## config.mk

```make
export PLATFORM = sky130hd
export DESIGN_NAME = sdaq_outq
export DESIGN_NICKNAME = d
export VERILOG_FILES = /design/src/sv/sdaq_pkg.sv /design/src/sv/sdaq_outq.sv
export SDC_FILE = /design/constraint.sdc
export NUM_CORES = 1
export LEC_CHECK = 0
export BUFFER_PORTS_ARGS = -buffer_cell sky130_fd_sc_hd__buf_2
export CAP_MARGIN = 0
export CORE_MARGIN = 3
export CORE_UTILIZATION = 52
export DETAILED_ROUTE_END_ITERATION = 16
export GPL_ROUTABILITY_DRIVEN = 0
export HOLD_SLACK_MARGIN = 0.15
export PLACE_DENSITY = 0.77
export SYNTH_ARGS = -nofsm -noshare
export SYNTH_HDL_FRONTEND = slang
export SYNTH_SLANG_ARGS = --single-unit
```

## constraint.sdc

```tcl
create_clock -name clk -period 9.3 [get_ports clk]
set_input_delay 1.86 -clock clk [delete_from_list [all_inputs] [get_ports clk]]
set_output_delay 1.86 -clock clk [all_outputs]
set_load 0.05 [all_outputs]
```

## src/sv/sdaq_pkg.sv

```systemverilog
// ----------------------------------------------------------------------------
// sdaq_pkg
// Types and constants shared by the sorted deadline alarm queue.
// ----------------------------------------------------------------------------
package sdaq_pkg;

	localparam int DEPTH       = 16;
	localparam int IDX_W       = $clog2(DEPTH);
	localparam int CNT_W       = $clog2(DEPTH + 1);
	localparam int MAX_RESULTS = 16;
	localparam int FIRE_W      = $clog2(MAX_RESULTS + 1);
	localparam int CMDQ_DEPTH  = 2;
	localparam int CMDQ_IDX_W  = $clog2(CMDQ_DEPTH);
	localparam int CMDQ_CNT_W  = $clog2(CMDQ_DEPTH + 1);
	localparam int OUTQ_DEPTH  = 2;
	localparam int OUTQ_IDX_W  = $clog2(OUTQ_DEPTH);
	localparam int OUTQ_CNT_W  = $clog2(OUTQ_DEPTH + 1);
	localparam int US_PER_MS   = 1000;
	// ceil(2^36 / 1000): exact floor divide by 1000 for numerators below 2^26
	localparam logic [26:0] MS_RECIP = 27'd68719477;
	localparam int MS_SHIFT    = 36;
	localparam logic [31:0] DELAY_MAX = 32'h7fff_ffff;

	typedef enum logic [2:0] {
		CMD_ARM    = 3'd0,
		CMD_CANCEL = 3'd1,
		CMD_POLL   = 3'd2,
		CMD_DLY_US = 3'd3,
		CMD_DLY_MS = 3'd4
	} cmd_e_t;

	typedef enum logic [2:0] {
		KIND_ARMED     = 3'd0,
		KIND_FULL      = 3'd1,
		KIND_CANCELLED = 3'd2,
		KIND_NOT_FOUND = 3'd3,
		KIND_FIRED     = 3'd4,
		KIND_NONE_DUE  = 3'd5,
		KIND_DELAY     = 3'd6
	} kind_e_t;

	// classified command travelling from front to back
	typedef struct packed {
		cmd_e_t      cmd;
		logic [62:0] deadline;
		logic [62:0] now;
		logic [31:0] id;
		logic [31:0] tag;
	} job_t;

	typedef struct packed {
		logic [2:0]  kind;
		logic [31:0] id;
		logic [31:0] tag;
		logic [31:0] delay;
		logic        last;
	} res_t;

	typedef enum logic [3:0] {
		ST_IDLE,
		ST_ARM_SCAN,
		ST_ARM_SHIFT,
		ST_CAN_SCAN,
		ST_DEL_SHIFT,
		ST_POLL_CHK,
		ST_DLY,
		ST_DIV,
		ST_DIV_REM,
		ST_MUL,
		ST_EMIT
	} state_t;

endpackage

```

## src/sv/sdaq_outq.sv

```systemverilog
// ----------------------------------------------------------------------------
// sdaq_outq
// Small result queue presented on the pop side.
// ----------------------------------------------------------------------------
module sdaq_outq (
	input  logic            clk,
	input  logic            arst_n,
	input  logic            res_valid,
	output logic            res_room,
	input  sdaq_pkg::res_t  res_in,
	input  logic            pop,
	output logic            empty,
	output sdaq_pkg::res_t  res_out
);
	import sdaq_pkg::*;

	res_t                  mem_q [OUTQ_DEPTH];
	logic [OUTQ_IDX_W-1:0] wr_q, rd_q;
	logic [OUTQ_CNT_W-1:0] cnt_q;
	logic                  wr_en, rd_en;

	assign res_room = (cnt_q != OUTQ_CNT_W'(OUTQ_DEPTH));
	assign empty    = (cnt_q == '0);
	assign wr_en    = res_valid && res_room;
	assign rd_en    = pop && !empty;
	assign res_out  = mem_q[rd_q];

	always_ff @(posedge clk) begin
		if (wr_en)
			mem_q[wr_q] <= res_in;
	end

	always_ff @(posedge clk or negedge arst_n) begin
		if (!arst_n) begin
			wr_q  <= '0;
			rd_q  <= '0;
			cnt_q <= '0;
		end else begin
			if (wr_en)
				wr_q <= (wr_q == OUTQ_IDX_W'(OUTQ_DEPTH - 1)) ? '0 : wr_q + 1'b1;
			if (rd_en)
				rd_q <= (rd_q == OUTQ_IDX_W'(OUTQ_DEPTH - 1)) ? '0 : rd_q + 1'b1;
			cnt_q <= cnt_q + OUTQ_CNT_W'(wr_en) - OUTQ_CNT_W'(rd_en);
		end
	end

endmodule

```

==> run_results.csv <==
group,metric,value,unit
run_status,status,"finished clean",
worst_setup_path,regToRegSetupSlack,6500,ps
flow_run,drv_cap,0,
worst_setup_path,required,7440,ps
final_layout,layout-drive-gt1-share,60.68,%
global_routing,grt-busiest-layer,"met2",
cts,h-tree-depth,1,
routing,wl,13720,microns
cts,clkTransAtPathRegs,60,ps
routing,wl_per_cell,18.39,microns
sta,clock_skew,5.922,ps
placement,dp_slack,4944,ps
floorplan,fp.dieW,128.9,microns
synth,netlist_area,0.007860,sq mm
floorplan,io_pins,206,
sta,tightest_slew,1141,ps
cts,cts_made_buffers,21,
sta,finalSetupTns,0,ps
cts,insertion_delay,470,ps
sta,timing.final.hold_violations,0,
power,p_leak,3.902,nW
sta,setup-violations-final,0,
placement,dp_hpwl,9265,microns
final_layout,finalNonFillerCells,746,
power,power.density,388.3,mW/mm^2
worst_setup_path,critPathTopFamily,"buffers and inverters",
worst_setup_path,critPathSlowestCell,"dfrtp_4",
final_layout,nNetsFinal,654,
global_routing,global_route.usage.met1,18.59,%
synth,synth-seq-area-share,77.68,%
sta,fmax,207.4,MHz
floorplan,rows,44,
placement,io_buffers,205,
worst_setup_path,start_kind,"register",
synth,netlist_instances,328,
routing,first_pass_iters,6,
global_routing,grt.met2_usage,27.29,%
final_layout,final_common_cell,"buf_2",
placement,dp_cells,709,
power,peakVddDrop,0.2177,mV
sta,whs,516.8,ps
cts,root_buffer,"clkbuf_16",
final_layout,diodes,0,
worst_setup_path,path_max_fanout,56,
floorplan,die_area,0.01663,sq mm
min_path,hp-class,"register to register",
global_routing,grt_pass1_vias,4056,
floorplan,initial_utilization,53.67,%
routing,drt_iter0_drc,180,
routing,remaining_drc_errors,0,
cts,cts_buffer_depth,3,
cts,cts_resized,0,
global_routing,antenna_found_initial,1,
synth,yosys_warnings,0,
sta,slew_headroom,23.73,%
cts,tritoncts,"built",
synth,ys_ff_latch,204,
synth,synthDistinctLibCells,16,
worst_setup_path,crit_buf_inv,2,
routing,antenna_left,0,
sta,rsz0062_at_grt,"false",
worst_setup_path,arrival,2960,ps
final_layout,post-route-util,66.08,%
global_routing,grt_use_total,15.81,%
floorplan,core-area,0.01464,sq mm
cts,ctsHoldBuffers,0,
worst_setup_path,max_stage_delay,950,ps
cts,clkSinkCount,204,
placement,dpl_cell_area,0.008959,sq mm
sta,period_share,51.85,%
global_routing,use_met3,4.691,%
final_layout,mostFrequentLayoutCells,"buf_2 (205), edfxtp_1 (200), mux2_4 (90)",
global_routing,overflow,0,
floorplan,die_h,128.9,microns
sta,post-route-min-period,4822,ps
worst_setup_path,path_cells,"buf_4 -> mux2_4 -> buf_2",
global_routing,grt_pass1_wl,20550,microns
worst_setup_path,worstSetupPathType,"register to output port",
worst_setup_path,worstSetupEndpointType,"output port",
sta,slew_violations,0,
routing,via_per_inst,5.080,
sta,setup_ws,4478,ps
routing,vias,3790,
synth,synth_area_per_cell,23.96,sq um
final_layout,area_growth,23.11,%
final_layout,stdcell_area,0.009677,sq mm
power,finalPower,3.758,mW
synth,syn_nets,434,
cts,post_cts_buffers,0,
global_routing,grt_max_degree,63,
[path summary, 6_finish.rpt]
kind,cells after the start,to,from
setup reg to reg,4,mem_q[0][49],cnt_q[1]
hold / removal,1,cnt_q[1],cnt_q[1]
max in group asynchronous,1,rd_q,arst_n
min in group asynchronous,1,wr_q,arst_n
hold reg to reg,1,cnt_q[1],cnt_q[1]
setup / recovery,3,res_out[44],rd_q
[worst register-to-register path: cells and delay by family, from the launching register on]
| family | cells | cell delay, ps |
|---|---|---|
| buffers and inverters | 1 | 820 |
| flip-flops | 1 | 400 |
| AND/OR/NAND/NOR | 3 | 1170 |
[kinds of logic (layout without fill, tap and decap cells)]
group	Yosys count	count (layout)	synth area share (%)
DFF	204	204	77.68
muxes	100	100	18.62
buffers and inverters	12	246	2.547
and+or+nand+nor	6	6	0.3822
xor gates and xnor gates	4	4	0.4458
adders and majority gates	2	2	0.3183
[routing by layer]
metal  routed length [microns]  vias to the layer above  share of wire (%)
met5                        17                        -               0.12
met4                       447                        2                3.3
met3                      1057                       39                7.7
met2                      7028                      156                 51
met1                      5165                     1856                 38
li1                          -                     1737                  -
[cells in the mapped netlist, drive strengths merged]
cell	count	area, sq um
nor2	2	7.510
edfxtp	200	6006
xnor2	3	26.28
ha	2	25.02
and3	1	6.260
mux2	100	1464
nor2b	1	6.260
nand2b	1	6.260
inv	1	3.750
buf	11	196.4
dfrtp	4	100.1
xor2	1	8.760
nand2	1	3.750
[state kept, by name (all words and copies together) (netlist names)]
name   flops
cnt_q      2
mem_q    200
rd_q       1
wr_q       1
[report_power, final]
group	switching (mW)	internal [mW]
Sequential	0.104	1.26
Combinational	1.05	0.491
Clock	0.313	0.542
[final cells by class]
| cell class | count | area, sq um |
|---|---|---|
| flip-flops and latches | 204 | 6110 |
| clock inverters | 9 | 146.4 |
| multi-input cells | 112 | 1567 |
| well taps | 184 | 230.2 |
| fillers | 1000 | 4967 |
| clock buffers | 28 | 571.8 |
| inverters | 1 | 3.754 |
| repair buffers | 208 | 1049 |
Power figures use the tool's default switching activity.
