`config.mk`:
```
export PLATFORM = sky130hd
export DESIGN_NAME = sdaq_front
export DESIGN_NICKNAME = d
export VERILOG_FILES = /design/src/sv/sdaq_pkg.sv /design/src/sv/sdaq_front.sv
export SDC_FILE = /design/constraint.sdc
export NUM_CORES = 1
export LEC_CHECK = 0
export ABC_AREA = 1
export BUFFER_PORTS_ARGS = -buffer_cell sky130_fd_sc_hd__buf_2
export CAP_MARGIN = 20
export CORE_MARGIN = 4
export CORE_UTILIZATION = 58
export CTS_BUF_LIST = sky130_fd_sc_hd__clkbuf_4 sky130_fd_sc_hd__clkbuf_8
export CTS_CLUSTER_SIZE = 40
export DETAILED_ROUTE_END_ITERATION = 8
export PLACE_DENSITY_LB_ADDON = 0.1
export SETUP_SLACK_MARGIN = 0.5
export SLEW_MARGIN = 20
export SYNTH_ARGS = -nofsm -noshare
export SYNTH_HDL_FRONTEND = slang
export SYNTH_SLANG_ARGS = --single-unit
```
`constraint.sdc`:
```
create_clock -name clk -period 14.36 [get_ports clk]
set_input_delay 1.436 -clock clk [delete_from_list [all_inputs] [get_ports clk]]
set_output_delay 1.436 -clock clk [all_outputs]
set_load 0.005 [all_outputs]
```
`src/sv/sdaq_pkg.sv`:
```
// ----------------------------------------------------------------------------
// sdaq_pkg
// Types and constants shared by the sorted deadline alarm queue.
// ----------------------------------------------------------------------------
package sdaq_pkg;

	localparam int DEPTH       = 16;
	localparam int IDX_W       = $clog2(DEPTH);
	localparam int CNT_W       = $clog2(DEPTH + 1);
	localparam int MAX_RESULTS = 16;
	localparam int FIRE_W      = $clog2(MAX_RESULTS + 1);
	localparam int CMDQ_DEPTH  = 2;
	localparam int CMDQ_IDX_W  = $clog2(CMDQ_DEPTH);
	localparam int CMDQ_CNT_W  = $clog2(CMDQ_DEPTH + 1);
	localparam int OUTQ_DEPTH  = 2;
	localparam int OUTQ_IDX_W  = $clog2(OUTQ_DEPTH);
	localparam int OUTQ_CNT_W  = $clog2(OUTQ_DEPTH + 1);
	localparam int US_PER_MS   = 1000;
	// ceil(2^36 / 1000): exact floor divide by 1000 for numerators below 2^26
	localparam logic [26:0] MS_RECIP = 27'd68719477;
	localparam int MS_SHIFT    = 36;
	localparam logic [31:0] DELAY_MAX = 32'h7fff_ffff;

	typedef enum logic [2:0] {
		CMD_ARM    = 3'd0,
		CMD_CANCEL = 3'd1,
		CMD_POLL   = 3'd2,
		CMD_DLY_US = 3'd3,
		CMD_DLY_MS = 3'd4
	} cmd_e_t;

	typedef enum logic [2:0] {
		KIND_ARMED     = 3'd0,
		KIND_FULL      = 3'd1,
		KIND_CANCELLED = 3'd2,
		KIND_NOT_FOUND = 3'd3,
		KIND_FIRED     = 3'd4,
		KIND_NONE_DUE  = 3'd5,
		KIND_DELAY     = 3'd6
	} kind_e_t;

	// classified command travelling from front to back
	typedef struct packed {
		cmd_e_t      cmd;
		logic [62:0] deadline;
		logic [62:0] now;
		logic [31:0] id;
		logic [31:0] tag;
	} job_t;

	typedef struct packed {
		logic [2:0]  kind;
		logic [31:0] id;
		logic [31:0] tag;
		logic [31:0] delay;
		logic        last;
	} res_t;

	typedef enum logic [3:0] {
		ST_IDLE,
		ST_ARM_SCAN,
		ST_ARM_SHIFT,
		ST_CAN_SCAN,
		ST_DEL_SHIFT,
		ST_POLL_CHK,
		ST_DLY,
		ST_DIV,
		ST_DIV_REM,
		ST_MUL,
		ST_EMIT
	} state_t;

endpackage

```
`src/sv/sdaq_front.sv`:
```
// ----------------------------------------------------------------------------
// sdaq_front
// Accepts items, drops unknown commands and queues the rest for the engine.
// ----------------------------------------------------------------------------
module sdaq_front (
	input  logic            clk,
	input  logic            arst_n,
	input  logic            push,
	output logic            full,
	input  logic [2:0]      cmd,
	input  logic [62:0]     deadline_us,
	input  logic [62:0]     now_us,
	input  logic [31:0]     cancel_id,
	input  logic [31:0]     user_tag,
	output logic            job_valid,
	input  logic            job_take,
	output sdaq_pkg::job_t  job
);
	import sdaq_pkg::*;

	job_t                  mem_q [CMDQ_DEPTH];
	logic [CMDQ_IDX_W-1:0] wr_q, rd_q;
	logic [CMDQ_CNT_W-1:0] cnt_q;
	logic                  known, wr_en, rd_en;

	assign known = (cmd <= 3'(CMD_DLY_MS));
	assign full  = (cnt_q == CMDQ_CNT_W'(CMDQ_DEPTH));
	assign wr_en = push && !full && known;
	assign rd_en = job_valid && job_take;
	assign job_valid = (cnt_q != '0);
	assign job = mem_q[rd_q];

	always_ff @(posedge clk) begin
		if (wr_en) begin
			mem_q[wr_q] <= '{cmd: cmd_e_t'(cmd), deadline: deadline_us, now: now_us,
				id: cancel_id, tag: user_tag};
		end
	end

	always_ff @(posedge clk or negedge arst_n) begin
		if (!arst_n) begin
			wr_q  <= '0;
			rd_q  <= '0;
			cnt_q <= '0;
		end else begin
			if (wr_en)
				wr_q <= (wr_q == CMDQ_IDX_W'(CMDQ_DEPTH - 1)) ? '0 : wr_q + 1'b1;
			if (rd_en)
				rd_q <= (rd_q == CMDQ_IDX_W'(CMDQ_DEPTH - 1)) ? '0 : rd_q + 1'b1;
			cnt_q <= cnt_q + CMDQ_CNT_W'(wr_en) - CMDQ_CNT_W'(rd_en);
		end
	end

endmodule

```
==> results of run 1 <==
[per-layer routing]
metal  GRT usage, %  part of all wire (%)  vias to the layer above
met2           37.4                    50                      348
met3           9.18                    11                       82
li1               -                     -                     4355
met1           24.4                    35                     4192
met5              0                  0.31                        -
met4           8.73                   3.2                       16
[power by group through the flow]
stage	registers (uW)	logic (uW)	clock network [uW]
2_1_floorplan	1550	541	0
4_1_cts	1530	925	874
3_3_place_gp	1550	910	0
6_report	1530	910	854
3_5_place_dp	1550	923	0
5_1_grt	1550	1030	932
[layout by cell type, fill, tap and decap left out, drive strengths merged]
cell	netlist	final
o21ai	1	1
clkinv	0	20
edfxtp	386	386
inv	10	11
buf	42	399
dfrtp	4	4
diode	0	6
bufinv	0	2
xor2	1	1
clkinvlp	0	1
nor2	2	2
nand2	587	587
xnor2	1	1
nand3	1	1
clkbuf	1	79
a21oi	1	1
ha	2	2
[cell type report]
| cell class | count | area (um^2) |
|---|---|---|
| sequential | 390 | 11700 |
| fill | 1696 | 6720 |
| multi-input combinational | 596 | 2280 |
| tap | 324 | 405 |
| timing repair buffer | 399 | 2040 |
| clock inverter | 24 | 156 |
| inverter | 10 | 47.5 |
| antenna | 6 | 15.0 |
| clock buffer | 79 | 968 |
[worst max path at each step]
stage / startpoint / end / slack (ps)
2_1_floorplan: cmd[1] / mem_q[1][0]$_DFFE_PP_ / 3850
3_3_place_gp: cmd[1] / mem_q[1][93]$_DFFE_PP_ / 9600
3_5_place_dp: cmd[1] / mem_q[1][59]$_DFFE_PP_ / 9620
4_1_cts: rd_q$_DFFE_PN0P_ / job[38] / 9320
5_1_grt: rd_q$_DFFE_PN0P_ / job[36] / 9150
6_report: rd_q$_DFFE_PN0P_ / job[30] / 9350
[flip-flops by register name (all words and copies together) (netlist names)]
register	count
mem_q	386
wr_q	1
cnt_q	2
rd_q	1
[cells by family (layout without fill, tap and decap cells)]
logic type	after synthesis	in the layout	share of synthesized area, %
compound gates	2	2	0.0699
simple gates	590	590	15.5
xor+xnor	2	2	0.123
buf+inv	53	512	2.35
other cells	0	6	0
flops	390	390	81.8
fa+ha+maj	2	2	0.175
[through the flow]
step | instances | total power, uW | setup WS [ps] | hold slack, ps
floorplan | 1039 | 2090 | 3850 | 442
detailed placement | 1718 | 2480 | 9620 | 481
CTS | 1821 | 3330 | 9320 | 497
global placement | 1718 | 2460 | 9600 | 462
finish | 1828 | 3290 | 9350 | 493
global route | 1827 | 3500 | 9150 | 523
[worst max-delay path, stage by stage, from the launching register on]
cell	delay (ps)
dfrtp_4	820
inv_6	750
buf_4	820
nand2_1	120
nand2_1	130
buf_2	120
==> flow_metrics.env, run 1 <==
export IMPL_outcome="complete, no violations"
export IMPL_layout_nets=1655
export IMPL_r2r_cells=5
export IMPL_ys_seq_area_share_pct=81.8
export IMPL_async_flop_share_pct=1.03
export IMPL_cts_sinks=390
export IMPL_crit_arrival_ps=3570
export IMPL_clk_pin_slew_ps=60
export IMPL_synthTopCellsByCount="nand2_1 (587), edfxtp_1 (386), buf_2 (20)"
export IMPL_hpwl_um=20300
export IMPL_die_area_um2=27200
export IMPL_dieHeight_um=165
export IMPL_holdBufCountCts=0
export IMPL_worstMarginPinSlew_ps=1050
export IMPL_initial_utilization_pct=58.8
export IMPL_cp_end_kind="output pin"
export IMPL_ys_ff_latch=390
export IMPL_hold_class="reg -> reg"
export IMPL_ctsLongestPathBuffers=3
export IMPL_finalSetupViolations=0
export IMPL_netlist_instances=1039
export IMPL_ir_drop_mv=0.118
export IMPL_cap_violations=0
export IMPL_num_rows=57
export IMPL_setup_worst_path_class="reg -> out"
export IMPL_cts_buffers_inserted=59
export IMPL_io_buffers=391
export IMPL_area_growth_pct=23.1
export IMPL_switching_share_pct=31.7
export IMPL_synth_nets=1238
export IMPL_relSlewSlack_pct=30.0
export IMPL_worstSetupStartpointType="flip-flop"
export IMPL_syn_cell_area_um2=14300
export IMPL_grt_pass1_vias=8781
export IMPL_min_delay_path_depth=2
export IMPL_dpl_instance_area_um2=16400
export IMPL_fin_crit_ps=5010
export IMPL_fin_setup_tns_ps=0
export IMPL_max_freq_mhz=200
export IMPL_antenna_found_initial=13
export IMPL_worstHoldStart="wr_q$_DFFE_PN0P_"
export IMPL_finalWeightedCongestion=0.783
export IMPL_gr_total_overflow=0
export IMPL_grt_pass1_wl_um=45200
export IMPL_final_area_um2=17600
export IMPL_die_width_um=165
export IMPL_viasPerCell=4.92
export IMPL_power_frac_comb_pct=27.6
export IMPL_r2r_end="mem_q[1][96]$_DFFE_PP_"
export IMPL_skew_ps=18.8
export IMPL_cts_tree="done"
export IMPL_synth_main_ff_cell="edfxtp_1"
export IMPL_yosysTopAreaCellShare_pct=81.1
export IMPL_avgSynthCellArea_um2=13.8
export IMPL_critPathRequiredTime_ps=12920
export IMPL_powerDensity_nw_per_um2=187
export IMPL_hold_end="wr_q$_DFFE_PN0P_"
export IMPL_synth_edf_count=386
export IMPL_wl_um=31000
export IMPL_cts_resized=0
export IMPL_fin_crit_sh_pct=34.9
export IMPL_wire_per_inst_um=17.0
export IMPL_clkLatencyLatePin_ps=580
export IMPL_seq_power_share_pct=46.4
export IMPL_r2r_setup_slack_ps=10910
export IMPL_p_leak_uw=0.00761
export IMPL_p_sw_uw=1040
export IMPL_rsz0062_at_grt="false"
export IMPL_grtUsageTotal_pct=21.9
export IMPL_ys_warnings_count=0
export IMPL_pin_count=392
export IMPL_pwr_share_clk_pct=25.9
export IMPL_cp_max_fo=108
export IMPL_vias=8993
export IMPL_synth_area_top_cells="edfxtp_1 (81%), nand2_1 (15%), buf_4 (0.74%)"
export IMPL_placeableCoreArea_um2=24300
export IMPL_grt_max_degree=109
export IMPL_ctsRootBufferMaster="clkbuf_8"
export IMPL_p_int_uw=2250
export IMPL_synth_cell_types=16
export IMPL_drcViolationCount=0
export IMPL_hold_viol_final=0
export IMPL_postCtsSetupRepairBufs=0
export IMPL_htreeDepth=2
export IMPL_antenna_left=0
export IMPL_drive_above_1_share_pct=32.7
export IMPL_synth_most_common_cell="nand2_1"
export IMPL_drtIter0Drc=646
export IMPL_yosysTopAreaCell="edfxtp_1"
export IMPL_r2r_start="cnt_q[1]$_DFF_PN0_"
export IMPL_drv_slew=0
export IMPL_drtPass1Iterations=5
export IMPL_fin_util_pct=72.4
Note: power is estimated with default switching activity, not from simulation.
==> run 2: changes to the inputs <==
- CORE_UTILIZATION: 58 -> 54
- clock period: 14.36 -> 5.15 ns (I/O delays scaled with it)
==> run 2 against run 1 <==
Compared with the run above:
- cell area rose by 0.14%
- combinational power rose to 2.8 times the previous value
- final cell count rose by 0.82%
- global-route usage fell by 1.4 points
- die area rose by 7.0%
- clock power rose to 2.7 times the previous value
- wire length rose by 2.5%
- sequential cell count did not move
- sequential share of layout area fell by 0.095 points
- first-iteration DRC count rose by 4.3%
- register-to-register slack got worse by 8300 ps
- critical path type unchanged
==> flow_metrics.env, run 2 (synthesized netlist as in run 1, its figures left out) <==
export IMPL_postCtsSetupRepairBufs=0
export IMPL_fin_setup_tns_ps=0
export IMPL_hold_viol_final=0
export IMPL_drtPass1Iterations=5
export IMPL_dieHeight_um=171
export IMPL_r2r_start="cnt_q[1]$_DFF_PN0_"
export IMPL_die_area_um2=29100
export IMPL_rsz0062_at_grt="false"
export IMPL_r2r_end="mem_q[0][153]$_DFFE_PP_"
export IMPL_cts_sinks=390
export IMPL_wl_um=31800
export IMPL_grt_max_degree=107
export IMPL_fin_util_pct=67.6
export IMPL_hpwl_um=20900
export IMPL_ctsRootBufferMaster="clkbuf_8"
export IMPL_r2r_cells=4
export IMPL_hold_class="in -> reg"
export IMPL_wire_per_inst_um=17.2
export IMPL_final_cell_mix="nand2_1 (587), buf_2 (391), edfxtp_1 (386)"
export IMPL_clkLatencyLatePin_ps=580
export IMPL_dpl_instance_area_um2=16500
export IMPL_setup_worst_path_class="reg -> out"
export IMPL_max_freq_mhz=294
export IMPL_initial_utilization_pct=54.9
export IMPL_cap_violations=0
export IMPL_nFillCells=1917
export IMPL_drtIter0Drc=674
export IMPL_cts_resized=0
export IMPL_drv_slew=0
export IMPL_fin_crit_ps=3400
export IMPL_layout_nets=1656
export IMPL_seqCellArea_um2=11700
export IMPL_multi_input_area_um2=2280
export IMPL_skew_ps=27.9
export IMPL_antenna_left=0
export IMPL_critPathRequiredTime_ps=4640
export IMPL_vias=8944
export IMPL_min_delay_path_depth=1
export IMPL_htreeDepth=2
export IMPL_worstMarginPinSlew_ps=843
export IMPL_grt_pass1_vias=8601
export IMPL_relSlewSlack_pct=43.8
export IMPL_finalSetupViolations=0
export IMPL_num_rows=59
export IMPL_p_leak_uw=0.00762
export IMPL_drcViolationCount=0
export IMPL_dp_slack_ps=2310
export IMPL_die_width_um=171
export IMPL_cp_max_fo=99
export IMPL_final_area_um2=17600
export IMPL_antenna_found_initial=9
export IMPL_startpoint="rd_q$_DFFE_PN0P_"
export IMPL_outcome="complete, no violations"
export IMPL_fin_crit_sh_pct=66.0
export IMPL_largest_reg_flops=386
export IMPL_ir_drop_mv=0.351
export IMPL_final_common_cell="nand2_1"
export IMPL_reg_top3="mem_q x386, cnt_q x2"
export IMPL_crit_arrival_ps=2880
export IMPL_powerDensity_nw_per_um2=519
export IMPL_io_buffers=391
export IMPL_placeableCoreArea_um2=26100
export IMPL_cts_buffers_inserted=59
export IMPL_worstSetupStartpointType="flip-flop"
export IMPL_gr_total_overflow=0
export IMPL_grtUsageTotal_pct=20.5
export IMPL_regMostFlops="mem_q"
export IMPL_area_growth_pct=23.3
export IMPL_clk_pin_slew_ps=60
export IMPL_cp_end_kind="output pin"
export IMPL_cts_tree="done"
export IMPL_pin_count=392
export IMPL_r2r_setup_slack_ps=2640
export IMPL_holdWs_ps=115
export IMPL_setup_ws_ps=1750
export IMPL_ctsLongestPathBuffers=3
export IMPL_finalWeightedCongestion=0.802
export IMPL_crit_path_end="job[36]"
export IMPL_grt_pass1_wl_um=45800
export IMPL_drive_above_1_share_pct=33.1
export IMPL_viasPerCell=4.85
run 2: cell types whose count changed in the layout (fill, tap and decap cells not counted), moves of 2 or more:
| cell | before | now |
|---|---|---|
| clkinv_2 | 4 | 7 |
| buf_4 | 7 | 5 |
| buf_12 | 0 | 3 |
| bufinv_16 | 2 | 0 |
| clkbuf_4 | 19 | 25 |
| clkinv_1 | 16 | 12 |
run 2: how the worst min path moves through the flow:
stage | startpoint | end | slack (ps)
floorplan | arst_n | cnt_q[0]$_DFF_PN0_ | 220
global placement | arst_n | wr_q$_DFFE_PN0P_ | 330
detailed placement | arst_n | wr_q$_DFFE_PN0P_ | 340
CTS | deadline_us[21] | mem_q[1][148]$_DFFE_PP_ | 80
global route | deadline_us[21] | mem_q[0][148]$_DFFE_PP_ | 80
finish | now_us[50] | mem_q[1][114]$_DFFE_PP_ | 120
run 2: worst max-delay path: stages, from the launching register on:
cell and delay [ps]:
dfrtp_4 720, inv_6 610, buf_12 450, nand2_1 90
nand2_1 110, buf_2 120
run 2: area by class of cell:
class	instances	share of cell area, %
Tap cell	335	2.38
Clock inverter	21	0.547
Antenna cell	6	0.0852
Clock buffer	85	5.75
Timing Repair Buffer	400	11.7
Sequential cell	390	66.4
Multi-Input combinational cell	596	12.9
Inverter	10	0.263
run 2: power by group:
part	internal (uW)	leakage [uW]	switching [uW]	total, uW
clock	1260	0.000597	1080	2340
combinational	914	0.00343	1660	2580
sequential	4050	0.00359	173	4220
total	6220	0.00762	2920	9140
run 2: routing by layer:
layer | up-vias | wire, um | GRT usage, %
met2 | 374 | 15500 | 34.5
li1 | 4369 | - | -
met5 | - | 31 | 0
met4 | 6 | 1090 | 8.26
met1 | 4117 | 11900 | 24.4
met3 | 78 | 3320 | 7.19
run 2: metrics by stage:
stage / cells / power [uW]
2_1_floorplan: 1039 / 5750
3_3_place_gp: 1730 / 6870
3_5_place_dp: 1730 / 6910
4_1_cts: 1837 / 9260
5_1_grt: 1842 / 9710
6_report: 1843 / 9140
run 2: timing repair:
item	in CTS	in global routing
endpoints found under the hold margin	4	0
hold buffers	1	0
endpoints found under the setup margin	0	0
